<file path="src/chroma_temporal_noise_reducer_core_macros.svh">
// ---------------------------------------------------------------------------
// chroma temporal noise reducer assertion macros
// shared property wrappers clocked on clk, disabled during reset
// ---------------------------------------------------------------------------
`ifndef CHROMA_TEMPORAL_NOISE_REDUCER_CORE_MACROS_SVH
`define CHROMA_TEMPORAL_NOISE_REDUCER_CORE_MACROS_SVH

// same-cycle implication
`define CTNR_ASSERT_NOW(lbl, ante, cons, msg) \
  lbl: assert property (@(posedge clk) disable iff (!rst_n) (ante) |-> (cons)) \
    else $error(msg);

// next-cycle implication
`define CTNR_ASSERT_NEXT(lbl, ante, cons, msg) \
  lbl: assert property (@(posedge clk) disable iff (!rst_n) (ante) |=> (cons)) \
    else $error(msg);

`endif

</file>
<file path="src/ctnr_pkg.sv">
// ---------------------------------------------------------------------------
// ctnr_pkg
// shared types, codes and sizes of the chroma temporal noise reducer
// ---------------------------------------------------------------------------
`default_nettype none

package ctnr_pkg;

  localparam int TABLE_DEPTH = 512;
  localparam int ADDR_W      = $clog2(TABLE_DEPTH);
  localparam int SUM_BITS    = 32;
  localparam int LIMIT_W     = 32;
  localparam int CMP_W       = (SUM_BITS > LIMIT_W) ? SUM_BITS : LIMIT_W;
  localparam int ADD_W       = 11;
  localparam int Q_DEPTH     = 4;
  localparam int Q_PTR_W     = $clog2(Q_DEPTH);

  localparam logic [1:0] ACT_FRAME = 2'd0;
  localparam logic [1:0] ACT_PROC  = 2'd1;
  localparam logic [1:0] ACT_LOAD  = 2'd2;

  localparam logic [1:0] PLANE_LUMA = 2'd0;
  localparam logic [1:0] PLANE_U    = 2'd1;
  localparam logic [1:0] PLANE_V    = 2'd2;

  localparam logic [1:0] KIND_FRAME = 2'd0;
  localparam logic [1:0] KIND_PROC  = 2'd1;
  localparam logic [1:0] KIND_LOAD  = 2'd2;

  localparam logic REG_DIFF_LIMIT    = 1'b0;
  localparam logic REG_CHROMA_IN_CUT = 1'b1;

  typedef struct packed {
    logic [1:0]        kind;
    logic [1:0]        plane;
    logic [ADDR_W-1:0] addr_l;
    logic [ADDR_W-1:0] addr_c;
    logic [7:0]        data;
    logic [7:0]        ccur;
    logic [7:0]        cprev;
    logic [ADD_W-1:0]  add;
    logic              check;
  } q_entry_t;

  typedef struct packed {
    logic clearing;
    logic cut_seen;
    logic frame_pop;
  } back_status_t;

endpackage

`default_nettype wire

</file>
<file path="src/ctnr_queue.sv">
// ---------------------------------------------------------------------------
// ctnr_queue
// short in-order queue between the classifying front and the back end
// ---------------------------------------------------------------------------
`default_nettype none

module ctnr_queue (
  input  wire logic          clk,
  input  wire logic          rst_n,
  input  wire logic          push,
  input  wire ctnr_pkg::q_entry_t push_entry,
  input  wire logic          pop,
  output logic               full,
  output logic               not_empty,
  output ctnr_pkg::q_entry_t head
);
  import ctnr_pkg::*;

  q_entry_t             mem_r [Q_DEPTH];
  logic [Q_PTR_W-1:0]   wr_ptr_r, wr_ptr_nxt;
  logic [Q_PTR_W-1:0]   rd_ptr_r, rd_ptr_nxt;
  logic [Q_PTR_W:0]     count_r, count_nxt;

  always_comb begin
    full       = (count_r == (Q_PTR_W+1)'(Q_DEPTH));
    not_empty  = (count_r != '0);
    head       = mem_r[rd_ptr_r];
    wr_ptr_nxt = push ? wr_ptr_r + 1'b1 : wr_ptr_r;
    rd_ptr_nxt = pop ? rd_ptr_r + 1'b1 : rd_ptr_r;
    count_nxt  = count_r + (Q_PTR_W+1)'(push) - (Q_PTR_W+1)'(pop);
  end

  always_ff @(posedge clk) begin
    if (!rst_n) begin
      wr_ptr_r <= '0;
      rd_ptr_r <= '0;
      count_r  <= '0;
    end else begin
      wr_ptr_r <= wr_ptr_nxt;
      rd_ptr_r <= rd_ptr_nxt;
      count_r  <= count_nxt;
    end
  end

  always_ff @(posedge clk) begin
    if (push) begin
      mem_r[wr_ptr_r] <= push_entry;
    end
  end

endmodule

`default_nettype wire

</file>
<file path="config.mk">
export PLATFORM = sky130hd
export DESIGN_NAME = ctnr_queue
export DESIGN_NICKNAME = d
export VERILOG_FILES = /design/src/chroma_temporal_noise_reducer_core_macros.svh /design/src/ctnr_pkg.sv /design/src/ctnr_queue.sv
export SDC_FILE = /design/constraint.sdc
export NUM_CORES = 1
export LEC_CHECK = 0
export BUFFER_PORTS_ARGS = -buffer_cell sky130_fd_sc_hd__buf_2
export CAP_MARGIN = 20
export CORE_ASPECT_RATIO = 0.7
export CORE_MARGIN = 8
export CORE_UTILIZATION = 60
export CTS_BUF_LIST = sky130_fd_sc_hd__clkbuf_8
export CTS_CLUSTER_DIAMETER = 120
export DETAILED_ROUTE_END_ITERATION = 7
export PLACE_DENSITY = 0.83
export SYNTH_ARGS = -nofsm -noshare
export SYNTH_HDL_FRONTEND = slang
export SYNTH_SLANG_ARGS = --single-unit
</file>
<file path="constraint.sdc">
create_clock -name clk -period 6.94 [get_ports clk]
set_input_delay 0.347 -clock clk [delete_from_list [all_inputs] [get_ports clk]]
set_output_delay 0.347 -clock clk [all_outputs]
set_load 0.005 [all_outputs]
</file>
==> load_flow_metrics.sql <==
INSERT INTO impl_metrics (metric_group, metric, value, unit) VALUES
('yosys', 'yosys-top-cells-count', 'sky130_fd_sc_hd__edfxtp_1 (232), sky130_fd_sc_hd__mux4_2 (58), sky130_fd_sc_hd__dfxtp_1 (9)', ''),
('clocking', 'hold_buffers', '0', ''),
('clocking', 'tritoncts', 'done', ''),
('clocking', 'numCtsBuffers', '36', ''),
('yosys', 'syn_area', '8840', 'sq um'),
('global_routing', 'grt_start_max_net_pins', '37', ''),
('worst_setup_path', 'critPathArrivalTime', '2.57', 'ns'),
('global_routing', 'wire_length_of_the_first_global_routing_pass', '24800', 'um'),
('yosys', 'seq_area_frac_synth', '80.9', '%'),
('min_path', 'worst_hold_path.num_cells', '1', ''),
('clocking', 'htreeDepth', '2', ''),
('yosys', 'synth_area_leader_cell', 'sky130_fd_sc_hd__edfxtp_1', ''),
('route', 'drt-total-wl', '15600', 'um'),
('finish', 'final_layout_size_suffix_gt1_share', '44.7', '%'),
('placed_design', 'dp.final_hpwl', '9910', 'um'),
('yosys', 'netlist-cell-type-count', '21', ''),
('worst_setup_path', 'cp_slowest_cell', 'sky130_fd_sc_hd__dfxtp_4', ''),
('global_routing', 'gr-usage-all-layers', '16.8', '%'),
('yosys', 'mean_syn_cell_area', '25.5', 'sq um'),
('floorplanning', 'chipHeight', '118', 'um'),
('clocking', 'clk_pin_slew', '0.06', 'ns'),
('worst_setup_path', 'worst_path_largest_cell_delay', '0.68', 'ns'),
('sta', 'hold_violations', '0', ''),
('sta', 'timing.final.crit_share', '42.1', '%'),
('run_status', 'run_status', 'completed', ''),
('route', 'drt-initial-drc-count', '247', ''),
('sta', 'rsz0062_at_grt', 'no', ''),
('finish', 'finish.net_count', '567', ''),
('power_and_ir_drop', 'ir_worst_vdd', '208', 'uV'),
('floorplanning', 'floorplan.rows', '37', ''),
('sta', 'fin_tns_setup', '0', 'ns'),
('yosys', 'netlist_instances', '346', ''),
('clocking', 'ctsLongestPathBuffers', '3', ''),
('yosys', 'synth.area.top_cells', 'sky130_fd_sc_hd__edfxtp_1 (79%), sky130_fd_sc_hd__mux4_2 (15%), sky130_fd_sc_hd__dfxtp_1 (2.0%)', ''),
('worst_setup_path', 'worst_setup_path_start_kind', 'flop', ''),
('route', 'antenna_left', '0', ''),
('placed_design', 'placed_cell_areas', '9620', 'sq um'),
('route', 'remaining_drc_errors', '0', ''),
('finish', 'antenna_cells', '0', ''),
('finish', 'post-route-cell-area', '10200', 'sq um'),
('sta', 'worst_slew_slack_as_a_fraction_of_its_limit', '54.5', '%'),
('flow_run', 'cap_viol_max_count', '0', ''),
('yosys', 'edff_count_synth', '232', ''),
('worst_setup_path', 'endpoint_kind', 'output port', ''),
('sta', 'report.final.setup_viol', '0', ''),
('worst_setup_path', 'reg2regPathDepth', '4', ''),
('placed_design', 'io_buffers', '121', ''),
('floorplanning', 'start_util', '60.8', '%'),
('sta', 'final_max_slew_viol_count', '0', ''),
('yosys', 'synth_fp_nets', '415', ''),
('worst_setup_path', 'worst-endpoint-required', '6.59', 'ns'),
('route', 'drt_first_pass_iters', '4', ''),
('placed_design', 'place_congestion', '0.686', ''),
('floorplanning', 'io_pins', '122', ''),
('sta', 'fin_worst_skew', '0.0249', 'ns'),
('yosys', 'library_cell_with_the_highest_instance_count_after_synthesis', 'sky130_fd_sc_hd__edfxtp_1', ''),
('sta', 'timing.final.crit_period', '2.92', 'ns'),
('power_and_ir_drop', 'cellLeakagePower', '0.00352', 'uW'),
('worst_setup_path', 'crit_path_max_fanout', '34', ''),
('worst_setup_path', 'critical_path.cell_chain', 'buf_4 > mux4_2 > buf_2', ''),
('worst_setup_path', 'critPathKind', 'reg2out', ''),
('clocking', 'cts.sinks', '241', ''),
('yosys', 'most_used_flip_flop_cell_after_synthesis', 'sky130_fd_sc_hd__edfxtp_1', ''),
('route', 'dr_total_vias', '4045', ''),
('sta', 'fmax', '0.343', 'GHz'),
('clocking', 'root_driver', 'sky130_fd_sc_hd__clkbuf_8', ''),
('min_path', 'hold_class', 'in2reg', ''),
('floorplanning', 'fp.dieArea', '18900', 'sq um'),
('route', 'routed_wire_length_per_instance', '21.8', 'um'),
('global_routing', 'overall_overflow_remaining_after_global_route', '0', ''),
('floorplanning', 'die_width', '161', 'um');
==> layout make-up <==
| cell class | instances | area, sq um |
|---|---|---|
| Sequential cell | 241 | 7150 |
| Multi-Input combinational cell | 85 | 1550 |
| Clock buffer | 37 | 509 |
| Clock inverter | 26 | 113 |
| Inverter | 7 | 26.3 |
| Fill cell | 894 | 4290 |
| Tap cell | 195 | 244 |
| Timing Repair Buffer | 127 | 651 |
==> layer usage <==
layer  GRT usage [%]  vias to the layer above  part of all wire [%]
met4            4.79                        4                   1.1
met3            6.53                       24                   9.7
met5               0                        -                  0.19
li1                -                     1771                     -
met2            26.3                      176                    48
met1            21.7                     2070                    41
==> flip-flops by register name, indices dropped and copies added (netlist names), named ones only <==
register / count
mem_r: 232
count_r: 3
rd_ptr_r: 2
wr_ptr_r: 2
==> cells by family (layout without fill, tap and decap cells) <==
group                      Yosys count  after routing  share of synthesized area, %
adders and majority gates            7              7                          1.08
buffers and inverters               20            197                          1.66
DFF                                241            241                          80.9
AOI/OAI and AO/OA                    2              2                         0.170
xor gates and xnor gates             3              3                         0.467
and+or+nand+nor                     14             14                         0.864
muxes                               59             59                          14.9
==> power by group <==
part,switching (uW),internal [uW]
Combinational,132,142
Clock,489,497
Sequential,31.2,1670
Total,652,2310
==> worst max-delay path: cells and delay by family (launching register included) <==
family / cells / cell delay, ns
buffers and inverters: 2 / 0.80
multiplexers: 1 / 0.61
flip-flops: 1 / 0.68
==> stage by stage <==
stage | instances | hold WS, ns | setup slack (ns) | utilization (%) | power [uW]
after floorplan | 346 | 0.446 | 4.60 | - | 1890
after detailed placement | 655 | 0.541 | 4.41 | 66.2 | 2020
after CTS | 718 | 0.0317 | 3.87 | 70.5 | 3010
after global routing | 718 | 0.0322 | 3.75 | 70.5 | 3090
final | 718 | 0.0653 | 4.02 | 70.5 | 2960
after global placement | 655 | 0.505 | 4.40 | 66.2 | 2000
==> final timing paths <==
kind	from	endpoint	slack [ns]
max reg2reg	wr_ptr_r[1]	mem_r[1][2]	4.82
max	flop	head[56]	4.02
min reg2reg	rd_ptr_r[0]	flop	0.56
min	push_entry[16]	mem_r[1][16]	0.07
==> layout by cell type (no fill, tap or decap), drive strengths merged <==
cell,n
a21bo,1
a21oi,1
and2,6
and3,1
buf,127
clkbuf,37
clkinv,14
clkinvlp,2
dfxtp,9
edfxtp,232
fa,1
ha,6
inv,17
mux2i,1
mux4,58
nand3b,1
nor2,5
or3,1
xnor2,2
xor3,1
No activity file was read; power rests on OpenSTA's default activity.
