$ cat src/chroma_temporal_noise_reducer_core_macros.svh
// ---------------------------------------------------------------------------
// chroma temporal noise reducer assertion macros
// shared property wrappers clocked on clk, disabled during reset
// ---------------------------------------------------------------------------
`ifndef CHROMA_TEMPORAL_NOISE_REDUCER_CORE_MACROS_SVH
`define CHROMA_TEMPORAL_NOISE_REDUCER_CORE_MACROS_SVH

// same-cycle implication
`define CTNR_ASSERT_NOW(lbl, ante, cons, msg) \
  lbl: assert property (@(posedge clk) disable iff (!rst_n) (ante) |-> (cons)) \
    else $error(msg);

// next-cycle implication
`define CTNR_ASSERT_NEXT(lbl, ante, cons, msg) \
  lbl: assert property (@(posedge clk) disable iff (!rst_n) (ante) |=> (cons)) \
    else $error(msg);

`endif

$ cat src/ctnr_pkg.sv
// ---------------------------------------------------------------------------
// ctnr_pkg
// shared types, codes and sizes of the chroma temporal noise reducer
// ---------------------------------------------------------------------------
`default_nettype none

package ctnr_pkg;

  localparam int TABLE_DEPTH = 512;
  localparam int ADDR_W      = $clog2(TABLE_DEPTH);
  localparam int SUM_BITS    = 32;
  localparam int LIMIT_W     = 32;
  localparam int CMP_W       = (SUM_BITS > LIMIT_W) ? SUM_BITS : LIMIT_W;
  localparam int ADD_W       = 11;
  localparam int Q_DEPTH     = 4;
  localparam int Q_PTR_W     = $clog2(Q_DEPTH);

  localparam logic [1:0] ACT_FRAME = 2'd0;
  localparam logic [1:0] ACT_PROC  = 2'd1;
  localparam logic [1:0] ACT_LOAD  = 2'd2;

  localparam logic [1:0] PLANE_LUMA = 2'd0;
  localparam logic [1:0] PLANE_U    = 2'd1;
  localparam logic [1:0] PLANE_V    = 2'd2;

  localparam logic [1:0] KIND_FRAME = 2'd0;
  localparam logic [1:0] KIND_PROC  = 2'd1;
  localparam logic [1:0] KIND_LOAD  = 2'd2;

  localparam logic REG_DIFF_LIMIT    = 1'b0;
  localparam logic REG_CHROMA_IN_CUT = 1'b1;

  typedef struct packed {
    logic [1:0]        kind;
    logic [1:0]        plane;
    logic [ADDR_W-1:0] addr_l;
    logic [ADDR_W-1:0] addr_c;
    logic [7:0]        data;
    logic [7:0]        ccur;
    logic [7:0]        cprev;
    logic [ADD_W-1:0]  add;
    logic              check;
  } q_entry_t;

  typedef struct packed {
    logic clearing;
    logic cut_seen;
    logic frame_pop;
  } back_status_t;

endpackage

`default_nettype wire

$ cat src/ctnr_front.sv
// ---------------------------------------------------------------------------
// ctnr_front
// classifies accepted items, computes luma average, table addresses and
// the difference amount for the frame sum
// ---------------------------------------------------------------------------
`default_nettype none

module ctnr_front (
  input  wire logic              accept,
  input  wire logic [1:0]        action,
  input  wire logic [1:0]        plane,
  input  wire logic [7:0]        luma_tl,
  input  wire logic [7:0]        luma_tr,
  input  wire logic [7:0]        luma_bl,
  input  wire logic [7:0]        luma_br,
  input  wire logic [7:0]        luma_prev,
  input  wire logic [7:0]        chroma_cur,
  input  wire logic [7:0]        chroma_prev,
  input  wire logic              row_end,
  input  wire logic [8:0]        table_index,
  input  wire logic [7:0]        table_value,
  input  wire logic              chroma_in_cut,
  output logic                   push,
  output ctnr_pkg::q_entry_t     entry
);
  import ctnr_pkg::*;

  logic [9:0]        lsum;
  logic [7:0]        ldown;
  logic [7:0]        labs;
  logic [7:0]        cabs;
  logic [ADD_W-1:0]  cadd;
  logic              keep;

  always_comb begin
    lsum  = 10'(luma_tl) + 10'(luma_tr) + 10'(luma_bl) + 10'(luma_br) + 10'd2;
    ldown = lsum[9:2];
    labs  = (ldown >= luma_prev) ? ldown - luma_prev : luma_prev - ldown;
    cabs  = (chroma_cur >= chroma_prev) ? chroma_cur - chroma_prev
                                        : chroma_prev - chroma_cur;
    cadd  = chroma_in_cut ? ADD_W'(cabs) : '0;

    entry        = '0;
    entry.plane  = plane;
    entry.ccur   = chroma_cur;
    entry.cprev  = chroma_prev;
    keep         = 1'b0;
    case (action)
      ACT_FRAME: begin
        entry.kind = KIND_FRAME;
        keep       = 1'b1;
      end
      ACT_LOAD: begin
        entry.kind   = KIND_LOAD;
        entry.addr_l = table_index[ADDR_W-1:0];
        entry.data   = table_value;
        keep         = (plane == PLANE_LUMA) || (plane == PLANE_U) || (plane == PLANE_V);
      end
      ACT_PROC: begin
        entry.kind   = KIND_PROC;
        entry.addr_l = ADDR_W'({1'b0, ldown} + 9'd256 - {1'b0, luma_prev});
        entry.addr_c = ADDR_W'({1'b0, chroma_cur} + 9'd256 - {1'b0, chroma_prev});
        entry.data   = ldown;
        keep         = (plane == PLANE_U) || (plane == PLANE_V);
        if (plane == PLANE_U) begin
          entry.add   = ADD_W'({labs, 2'b00}) + cadd;
          entry.check = row_end;
        end else begin
          entry.add   = cadd;
          entry.check = row_end && chroma_in_cut;
        end
      end
      default: keep = 1'b0;
    endcase
    push = accept && keep;
  end

endmodule

`default_nettype wire

$ cat config.mk
export PLATFORM = sky130hd
export DESIGN_NAME = ctnr_front
export DESIGN_NICKNAME = d
export VERILOG_FILES = /design/src/chroma_temporal_noise_reducer_core_macros.svh /design/src/ctnr_pkg.sv /design/src/ctnr_front.sv
export SDC_FILE = /design/constraint.sdc
export NUM_CORES = 1
export LEC_CHECK = 0
export ABC_CLOCK_PERIOD_IN_PS = 15300
export BUFFER_PORTS_ARGS = -buffer_cell sky130_fd_sc_hd__buf_2
export CAP_MARGIN = 0
export CORE_MARGIN = 1.5
export CORE_UTILIZATION = 50
export DETAILED_ROUTE_END_ITERATION = 6
export PLACE_DENSITY = 0.79
export RECOVER_POWER = 50
export SLEW_MARGIN = 20
export SYNTH_ARGS = -nofsm -noshare
export SYNTH_HDL_FRONTEND = slang
export SYNTH_SLANG_ARGS = --single-unit
$ cat constraint.sdc
create_clock -name vclk -period 15.3
set_clock_uncertainty 0.1 [all_clocks]
set_input_delay 0.765 -clock vclk [all_inputs]
set_output_delay 0.765 -clock vclk [all_outputs]
set_load 0.05 [all_outputs]
==> results.yml, run 1 <==
route:
  vias: 3500
  drt_iter0_drc: 181
  drtPass1Iterations: 4
  wire_per_inst_um: 13.18
  drc_errors: 0
  via_per_inst: 5.401
  totalWireLength_um: 8538
  drtAntennaViolNets: 0
cells_and_area:
  drive_gt1_share_pct: 22.42
  seqCellArea_um2: 0
  fillers: 648
  n_antenna_cell: 0
  area_growth_pct: 14.86
  seq_cell_count: 0
  clkbuf_count: 0
  fin_util_pct: 60.47
  final_cell_mix: "buf_2 (112), inv_1 (91), ha_1 (50)"
  final_common_cell: "buf_2"
  finalNetCount: 723
global_routing:
  track_usage_pct: 22.20
  antenna_found_initial: 0
  grt_pass1_wl_um: 13910
  grt_pass1_vias: 3223
  grt_max_degree: 29
  gr-total-overflow: 0
worst_setup_path:
  path_class: "in2out"
  end_kind: "output port"
  critPathRequiredTime_ns: 14.44
  crit_arrival_ns: 6.90
  cp_max_fo: 9
  start_kind: "input pin"
sta:
  slew_violations: 0
  period_share_pct: 50.76
  finalSetupTns_ns: 0
  hold_viol_final: 0
  rsz0062_at_grt: "false"
  fmax_ghz: 0.1288
  worst_slew_pin_slew_ns: 1.274
  max_slew_margin_pct: 15.04
  period_needed_ns: 7.766
  setup_viol: 0
power:
  leakage_nw: 2.197
  clkPwrFrac_pct: 0
  internal_power_w: 0.0002727
  power.density_mw_per_mm2: 172.2
  p_comb_share_pct: 100.0
  switching_share_pct: 59.68
  peakVddDrop_mv: 0.1227
  sequentialPowerShare_pct: 0
  p_sw_w: 0.0004037
die:
  fp-row-count: 29
  core_mm2: 0.006495
  dieWidth_um: 85.70
  start_util_pct: 52.65
  die_y_um: 85.70
  dieArea_mm2: 0.007344
  ioPinCount: 139
synth:
  syn-num-nets: 614
  netlist_area_mm2: 0.003420
  synth.distinct_cells: 69
  postSynthCellCount: 464
  synth.top_cells.by_area: "ha_1 (18%), fa_1 (12%), inv_1 (10%)"
  synth_top_cell_by_area: "ha_1"
  synth_warnings: 0
  synth_top_area_share_pct: 18.29
  syn_area_per_cell_um2: 7.370
  seq_area_frac_synth_pct: 0
placement:
  dp_hpwl_um: 7358
  place.gp.congestion: 0.8779
  portBuffers: 139
clocking:
  cts_resized: 0
  holdBufCountCts: 0
  postCtsSetupRepairBufs: 0
status:
  outcome: "complete, no violations"
job:
  cap_violations: 0
worst_hold_path:
  min_path_type: "in2out"
[stage by stage]
step | hold slack (ns) | setup slack (ns) | instances | cell area, um^2 | power [W]
2_1_floorplan | 1.597 | 7.859 | 464 | 3420 | 0.0005609
3_3_place_gp | 1.732 | 7.823 | 648 | 3971 | 0.0006528
3_5_place_dp | 1.733 | 7.587 | 648 | 3971 | 0.0006703
4_1_cts | 1.733 | 7.573 | 648 | 3971 | 0.0006740
5_1_grt | 1.825 | 7.051 | 648 | 3928 | 0.0007456
6_report | 1.820 | 7.534 | 648 | 3928 | 0.0006763
[routing by layer]
metal	vias to the layer above	wire [um]	GRT usage (%)
met1	1626	3927	31.15
li1	1757	-	-
met2	105	4156	39.51
met3	12	384	0.7700
met4	0	70	1.760
met5	-	0	0
[final timing paths]
kind / endpoint / slack [ns] / from / depth (start not counted)
worst max-delay path: entry[10] / 7.53 / luma_tl[0] / 26
worst min-delay path: entry[19] / 1.82 / chroma_prev[7] / 2
[worst max-delay path: stages]
cell     delay, ns
buf_2         0.11
fa_1          0.53
inv_1         0.05
fa_1          0.36
inv_1         0.07
ha_1          0.21
and3b_1       0.17
o21ai_1       0.14
nor2b_1       0.31
o21ai_1       0.19
a21oi_1       0.32
xnor2_1       0.19
ha_1          0.37
a21oi_1       0.27
o21ai_4       0.11
nor2_1        0.56
mux2i_1       0.36
ha_1          0.28
a21o_1        0.15
a21oi_1       0.21
nor2_1        0.08
o31a_2        0.30
o22ai_1       0.17
nand3_1       0.10
mux2i_1       0.20
buf_2         0.29
[kinds of logic after synthesis]
kind of cell	after synthesis	synth area share, %
fa+ha+maj	70	30.00
xor+xnor	26	6.659
mux	11	3.366
compound gates	114	24.55
simple gates	114	17.53
buf+inv	129	17.89
[cell type report]
cell class	instances	area, um^2	share of cell area, %
well taps	77	96.34	2.453
inverters	95	356.6	9.079
multi-input cells	335	2801	71.33
repair buffers	141	673.1	17.14
[power by group through the flow]
stage	sequential [W]	combinational, W	clock (W)
final	0	0.000676	0
after global routing	0	0.000746	0
after CTS	0	0.000674	0
after detailed placement	0	0.000670	0
after global placement	0	0.000653	0
after floorplan	0	0.000561	0
[synth_stat cells (all sizes together), types with 2 or more instances]
library cell,number
a21o,5
and3,4
o22ai,4
a21boi,3
o21bai,4
inv,94
o2bb2ai,2
nor3,6
a2111o,2
buf,25
nand3,8
nor2,24
nor3b,2
xnor2,18
o31ai,4
o21a,12
nand2,21
ha,50
or3,3
o31a,2
o211ai,2
a22oi,10
a2111oi,2
xor2,8
mux2i,10
a21oi,28
clkbuf,8
nand2b,7
fa,20
and2,9
a31oi,4
nor2b,17
a41o,2
o21ai,17
nand4,7
Power figures use the tool's default switching activity.
==> run 2, diff against run 1 <==
--- a/config.mk
+++ b/config.mk
@@ -5,13 +5,13 @@
 export SDC_FILE = /design/constraint.sdc
 export NUM_CORES = 1
 export LEC_CHECK = 0
-export ABC_CLOCK_PERIOD_IN_PS = 15300
+export ABC_CLOCK_PERIOD_IN_PS = 6600
 export BUFFER_PORTS_ARGS = -buffer_cell sky130_fd_sc_hd__buf_2
 export CAP_MARGIN = 0
 export CORE_MARGIN = 1.5
-export CORE_UTILIZATION = 50
+export CORE_UTILIZATION = 47
 export DETAILED_ROUTE_END_ITERATION = 6
-export PLACE_DENSITY = 0.79
+export PLACE_DENSITY = 0.78
 export RECOVER_POWER = 50
 export SLEW_MARGIN = 20
 export SYNTH_ARGS = -nofsm -noshare
==> constraint.sdc (replaced) <==
create_clock -name vclk -period 6.6
set_clock_uncertainty 0.1 [all_clocks]
set_input_delay 0.33 -clock vclk [all_inputs]
set_output_delay 0.33 -clock vclk [all_outputs]
set_load 0.05 [all_outputs]
==> results.yml, run 2 (synthesis gave the netlist of run 1 again) <==
status:
  outcome: "complete, no violations"
route:
  drtPass1Iterations: 5
  totalWireLength_um: 8818
  via_per_inst: 5.246
  vias: 3525
  wire_per_inst_um: 13.12
  drt_iter0_drc: 186
  drtAntennaViolNets: 0
  drc_errors: 0
cells_and_area:
  finalNetCount: 728
  fillers: 681
  multi_input_area_mm2: 0.002819
  n_antenna_cell: 0
  seqCellArea_um2: 0
  seq_cell_count: 0
  design_area_mm2: 0.004013
  clkbuf_count: 0
  final_cell_mix: "buf_2 (111), inv_1 (91), ha_1 (50)"
  fin_util_pct: 58.10
  area_growth_pct: 17.34
  drive_gt1_share_pct: 23.61
  final_common_cell: "buf_2"
die:
  fp-row-count: 30
  ioPinCount: 139
  die_y_um: 88.30
  dieWidth_um: 88.30
  core_mm2: 0.006907
  dieArea_mm2: 0.007796
  start_util_pct: 49.51
placement:
  place.gp.congestion: 0.8947
  post-place-ws_ns: 0.1338
  portBuffers: 139
  place_area_mm2: 0.004033
  dp_hpwl_um: 7543
global_routing:
  antenna_found_initial: 0
  grt_pass1_wl_um: 13810
  track_usage_pct: 21.45
  grt_max_degree: 29
  grt_pass1_vias: 3146
  gr-total-overflow: 0
sta:
  hold_viol_final: 0
  fmax_ghz: 0.1591
  worst_slack_ns: 0.3150
  worst_hold_slack_ns: 0.9551
  setup_viol: 0
  period_share_pct: 95.23
  slew_violations: 0
  worst_slew_pin_slew_ns: 0.6376
  period_needed_ns: 6.285
  max_slew_margin_pct: 57.50
power:
  leakage_nw: 2.229
  peakVddDrop_mv: 0.2841
  power.density_mw_per_mm2: 405.1
  finalPower_w: 0.001626
worst_hold_path:
  min_path_type: "in2out"
worst_setup_path:
  endpoint: "entry[8]"
  path_class: "in2out"
  cp_max_fo: 5
  end_kind: "output port"
  start_kind: "input pin"
  critPathLaunch: "luma_tl[4]"
  crit_arrival_ns: 5.86
  critPathRequiredTime_ns: 6.17
job:
  cap_violations: 0
clocking:
  postCtsSetupRepairBufs: 0
  holdBufCountCts: 0
==> run 2: power by group <==
part | leakage [nW] | switching (W) | internal [W] | total (W)
registers | 0 | 0 | 0 | 0
logic | 2.23 | 0.000956 | 0.000670 | 0.00163
clock network | 0 | 0 | 0 | 0
total | 2.23 | 0.000956 | 0.000670 | 0.00163
==> run 2: critical path, stage by stage <==
cell and delay (ns):
buf_2 0.07, inv_1 0.04, fa_1 0.49, fa_1 0.52
inv_1 0.05, ha_1 0.34, a21o_1 0.20, a21oi_1 0.17
o21ai_1 0.15, o31a_1 0.26, nor2_1 0.13, inv_1 0.06
ha_1 0.35, a21oi_1 0.26, o21ai_4 0.13, nor2_4 0.20
mux2i_1 0.30, ha_1 0.28, a21o_1 0.15, a21oi_1 0.22
nor2_1 0.09, o31a_2 0.31, a211o_1 0.27, a31oi_1 0.16
buf_2 0.31
==> run 2: through the flow <==
| stage | TNS [ns] | cells |
|---|---|---|
| floorplan | 0 | 464 |
| global placement | 0 | 672 |
| detailed placement | 0 | 672 |
| CTS | 0 | 672 |
| global route | -0.02334 | 672 |
| finish | 0 | 672 |
==> run 2: worst min path at each step <==
stage / slack (ns) / end / cells past startpoint / start
floorplan: 0.73 / entry[12] / 1 / chroma_prev[0]
global placement: 0.86 / entry[19] / 2 / chroma_prev[7]
detailed placement: 0.87 / entry[19] / 2 / chroma_prev[7]
CTS: 0.87 / entry[19] / 2 / chroma_prev[7]
global route: 0.96 / entry[19] / 2 / chroma_prev[7]
finish: 0.96 / entry[19] / 2 / chroma_prev[7]
==> run 2: repair_timing <==
action                                 CTS  global route
endpoints found under the hold margin    0             0
gates resized for setup                  0             5
setup endpoints to repair                0             3
==> run 2: cell type report <==
class	instances	share of cell area [%]
inverters	95	8.887
multi-input cells	335	70.25
well taps	96	2.993
repair buffers	146	17.87
==> run 2: metal layers <==
metal  track usage (%)  part of all wire (%)
met1             30.69                    45
met2             37.68                    48
met3            0.5597                   5.7
met4             1.563                  0.68
met5                 0                     0
==> run 3, diff against run 2 <==
--- a/config.mk
+++ b/config.mk
@@ -5,14 +5,15 @@
 export SDC_FILE = /design/constraint.sdc
 export NUM_CORES = 1
 export LEC_CHECK = 0
-export ABC_CLOCK_PERIOD_IN_PS = 6600
+export ABC_CLOCK_PERIOD_IN_PS = 7050
 export BUFFER_PORTS_ARGS = -buffer_cell sky130_fd_sc_hd__buf_2
 export CAP_MARGIN = 0
 export CORE_MARGIN = 1.5
-export CORE_UTILIZATION = 47
+export CORE_UTILIZATION = 50
 export DETAILED_ROUTE_END_ITERATION = 6
-export PLACE_DENSITY = 0.78
-export RECOVER_POWER = 50
+export PLACE_DENSITY = 0.79
+export RECOVER_POWER = 25
+export REMOVE_ABC_BUFFERS = 1
 export SLEW_MARGIN = 20
 export SYNTH_ARGS = -nofsm -noshare
 export SYNTH_HDL_FRONTEND = slang
==> constraint.sdc (replaced) <==
create_clock -name vclk -period 7.05
set_clock_uncertainty 0.1 [all_clocks]
set_input_delay 0.3525 -clock vclk [all_inputs]
set_output_delay 0.3525 -clock vclk [all_outputs]
set_load 0.05 [all_outputs]
==> results.yml, run 3 (synthesis gave the netlist of run 1 again) <==
route:
  wire_per_inst_um: 12.97
  drt_iter0_drc: 188
  totalWireLength_um: 8405
  vias: 3449
  drtAntennaViolNets: 0
  drtPass1Iterations: 4
  drc_errors: 0
  via_per_inst: 5.323
die:
  dieArea_mm2: 0.007344
  ioPinCount: 139
  fp-row-count: 29
  dieWidth_um: 85.70
  start_util_pct: 52.65
  core_mm2: 0.006495
  die_y_um: 85.70
worst_setup_path:
  critPathRequiredTime_ns: 6.60
  end_kind: "output port"
  path_class: "in2out"
  critPathLaunch: "luma_tl[0]"
  start_kind: "input pin"
  cp_max_fo: 9
  crit_arrival_ns: 6.13
  endpoint: "entry[9]"
sta:
  period_share_pct: 93.38
  max_slew_margin_pct: 58.42
  setup_viol: 0
  slew_violations: 0
  worst_slew_pin_slew_ns: 0.6237
  finalSetupTns_ns: 0
  period_needed_ns: 6.583
  rsz0062_at_grt: "false"
  fmax_ghz: 0.1519
  hold_viol_final: 0
cells_and_area:
  n_antenna_cell: 0
  final_common_cell: "buf_2"
  area_growth_pct: 15.62
  drive_gt1_share_pct: 25.04
  finalNetCount: 723
  design_area_mm2: 0.003954
  seqCellArea_um2: 0
  seq_cell_count: 0
  final_cell_mix: "buf_2 (125), inv_1 (91), ha_1 (50)"
  clkbuf_count: 0
  fillers: 639
placement:
  portBuffers: 139
  dp_hpwl_um: 7263
  place_area_mm2: 0.003971
  place.gp.congestion: 0.9033
job:
  cap_violations: 0
global_routing:
  antenna_found_initial: 0
  track_usage_pct: 21.84
  gr-total-overflow: 0
  grt_max_degree: 29
  grt_pass1_vias: 3034
  grt_pass1_wl_um: 13600
power:
  switching_share_pct: 59.11
  peakVddDrop_mv: 0.2210
  internal_power_w: 0.0005972
  power.density_mw_per_mm2: 369.4
  sequentialPowerShare_pct: 0
  leakage_nw: 2.251
  p_sw_w: 0.0008634
  clkPwrFrac_pct: 0
  p_comb_share_pct: 100.0
clocking:
  holdBufCountCts: 0
  cts_resized: 0
  postCtsSetupRepairBufs: 0
worst_hold_path:
  min_path_type: "in2out"
status:
  outcome: "complete, no violations"
## run 3: cell types whose count changed in the layout (fill, tap and decap cells not counted), sizes merged
cell | before | now
clkbuf | 28 | 14
buf | 118 | 127
## run 3: worst min path at each step
stage                         startpoint   endpoint  slack, ns  cells past startpoint
final                           plane[1]  entry[55]       0.94                      2
after global routing            plane[1]  entry[55]       0.94                      2
after CTS                 chroma_prev[7]  entry[19]       0.91                      2
after detailed placement  chroma_prev[7]  entry[19]       0.91                      2
after global placement    chroma_prev[7]  entry[19]       0.91                      2
after floorplan           chroma_prev[0]  entry[12]       0.61                      0
## run 3: layout make-up
class	instances	area [um^2]	area share [%]
Tap cell	77	96.34	2.437
Multi-Input combinational cell	335	2808	71.01
Timing Repair Buffer	141	693.2	17.53
Inverter	95	356.6	9.019
## run 3: power groups by stage
| stage | registers (W) | clock network [W] | logic (W) |
|---|---|---|---|
| 6_report | 0 | 0 | 0.00146 |
| 5_1_grt | 0 | 0 | 0.00161 |
| 4_1_cts | 0 | 0 | 0.00146 |
| 3_5_place_dp | 0 | 0 | 0.00145 |
| 3_3_place_gp | 0 | 0 | 0.00143 |
| 2_1_floorplan | 0 | 0 | 0.00116 |
## run 3: worst max-delay path, stage by stage
cell and delay [ns]:
buf_2 0.11, fa_1 0.52, inv_1 0.05, fa_1 0.35, inv_1 0.06, ha_1 0.21
and3b_1 0.18, o21ai_1 0.15, nor2b_1 0.29, o21ai_1 0.20, a21oi_1 0.30, xnor2_1 0.19
ha_1 0.38, a21oi_1 0.27, o21ai_4 0.12, nor2_1 0.29, buf_4 0.22, mux2i_1 0.21
xor2_1 0.09, ha_1 0.28, inv_1 0.06, o21bai_1 0.25, a21o_1 0.16, a21oi_1 0.08
or3_1 0.31, a21oi_1 0.16, buf_2 0.29
## run 3: stage by stage
stage | util (%) | power [W] | instances | hold WS (ns) | worst slack, ns
final | 60.87 | 0.001461 | 648 | 0.9363 | 0.4670
after global routing | 60.87 | 0.001605 | 648 | 0.9446 | 0.05681
after CTS | 61.14 | 0.001459 | 648 | 0.9115 | 0.4758
after detailed placement | 61.14 | 0.001451 | 648 | 0.9115 | 0.5186
after global placement | 61.14 | 0.001428 | 648 | 0.9074 | 0.6182
after floorplan | - | 0.001161 | 430 | 0.6050 | 0.4676
## run 3: metal layers
metal	vias to the layer above	global-route usage, %	share of wire (%)
met4	0	1.760	0.83
met3	8	0.6737	6.2
li1	1748	-	-
met5	-	0	0
met1	1578	32.18	46
met2	115	37.01	47
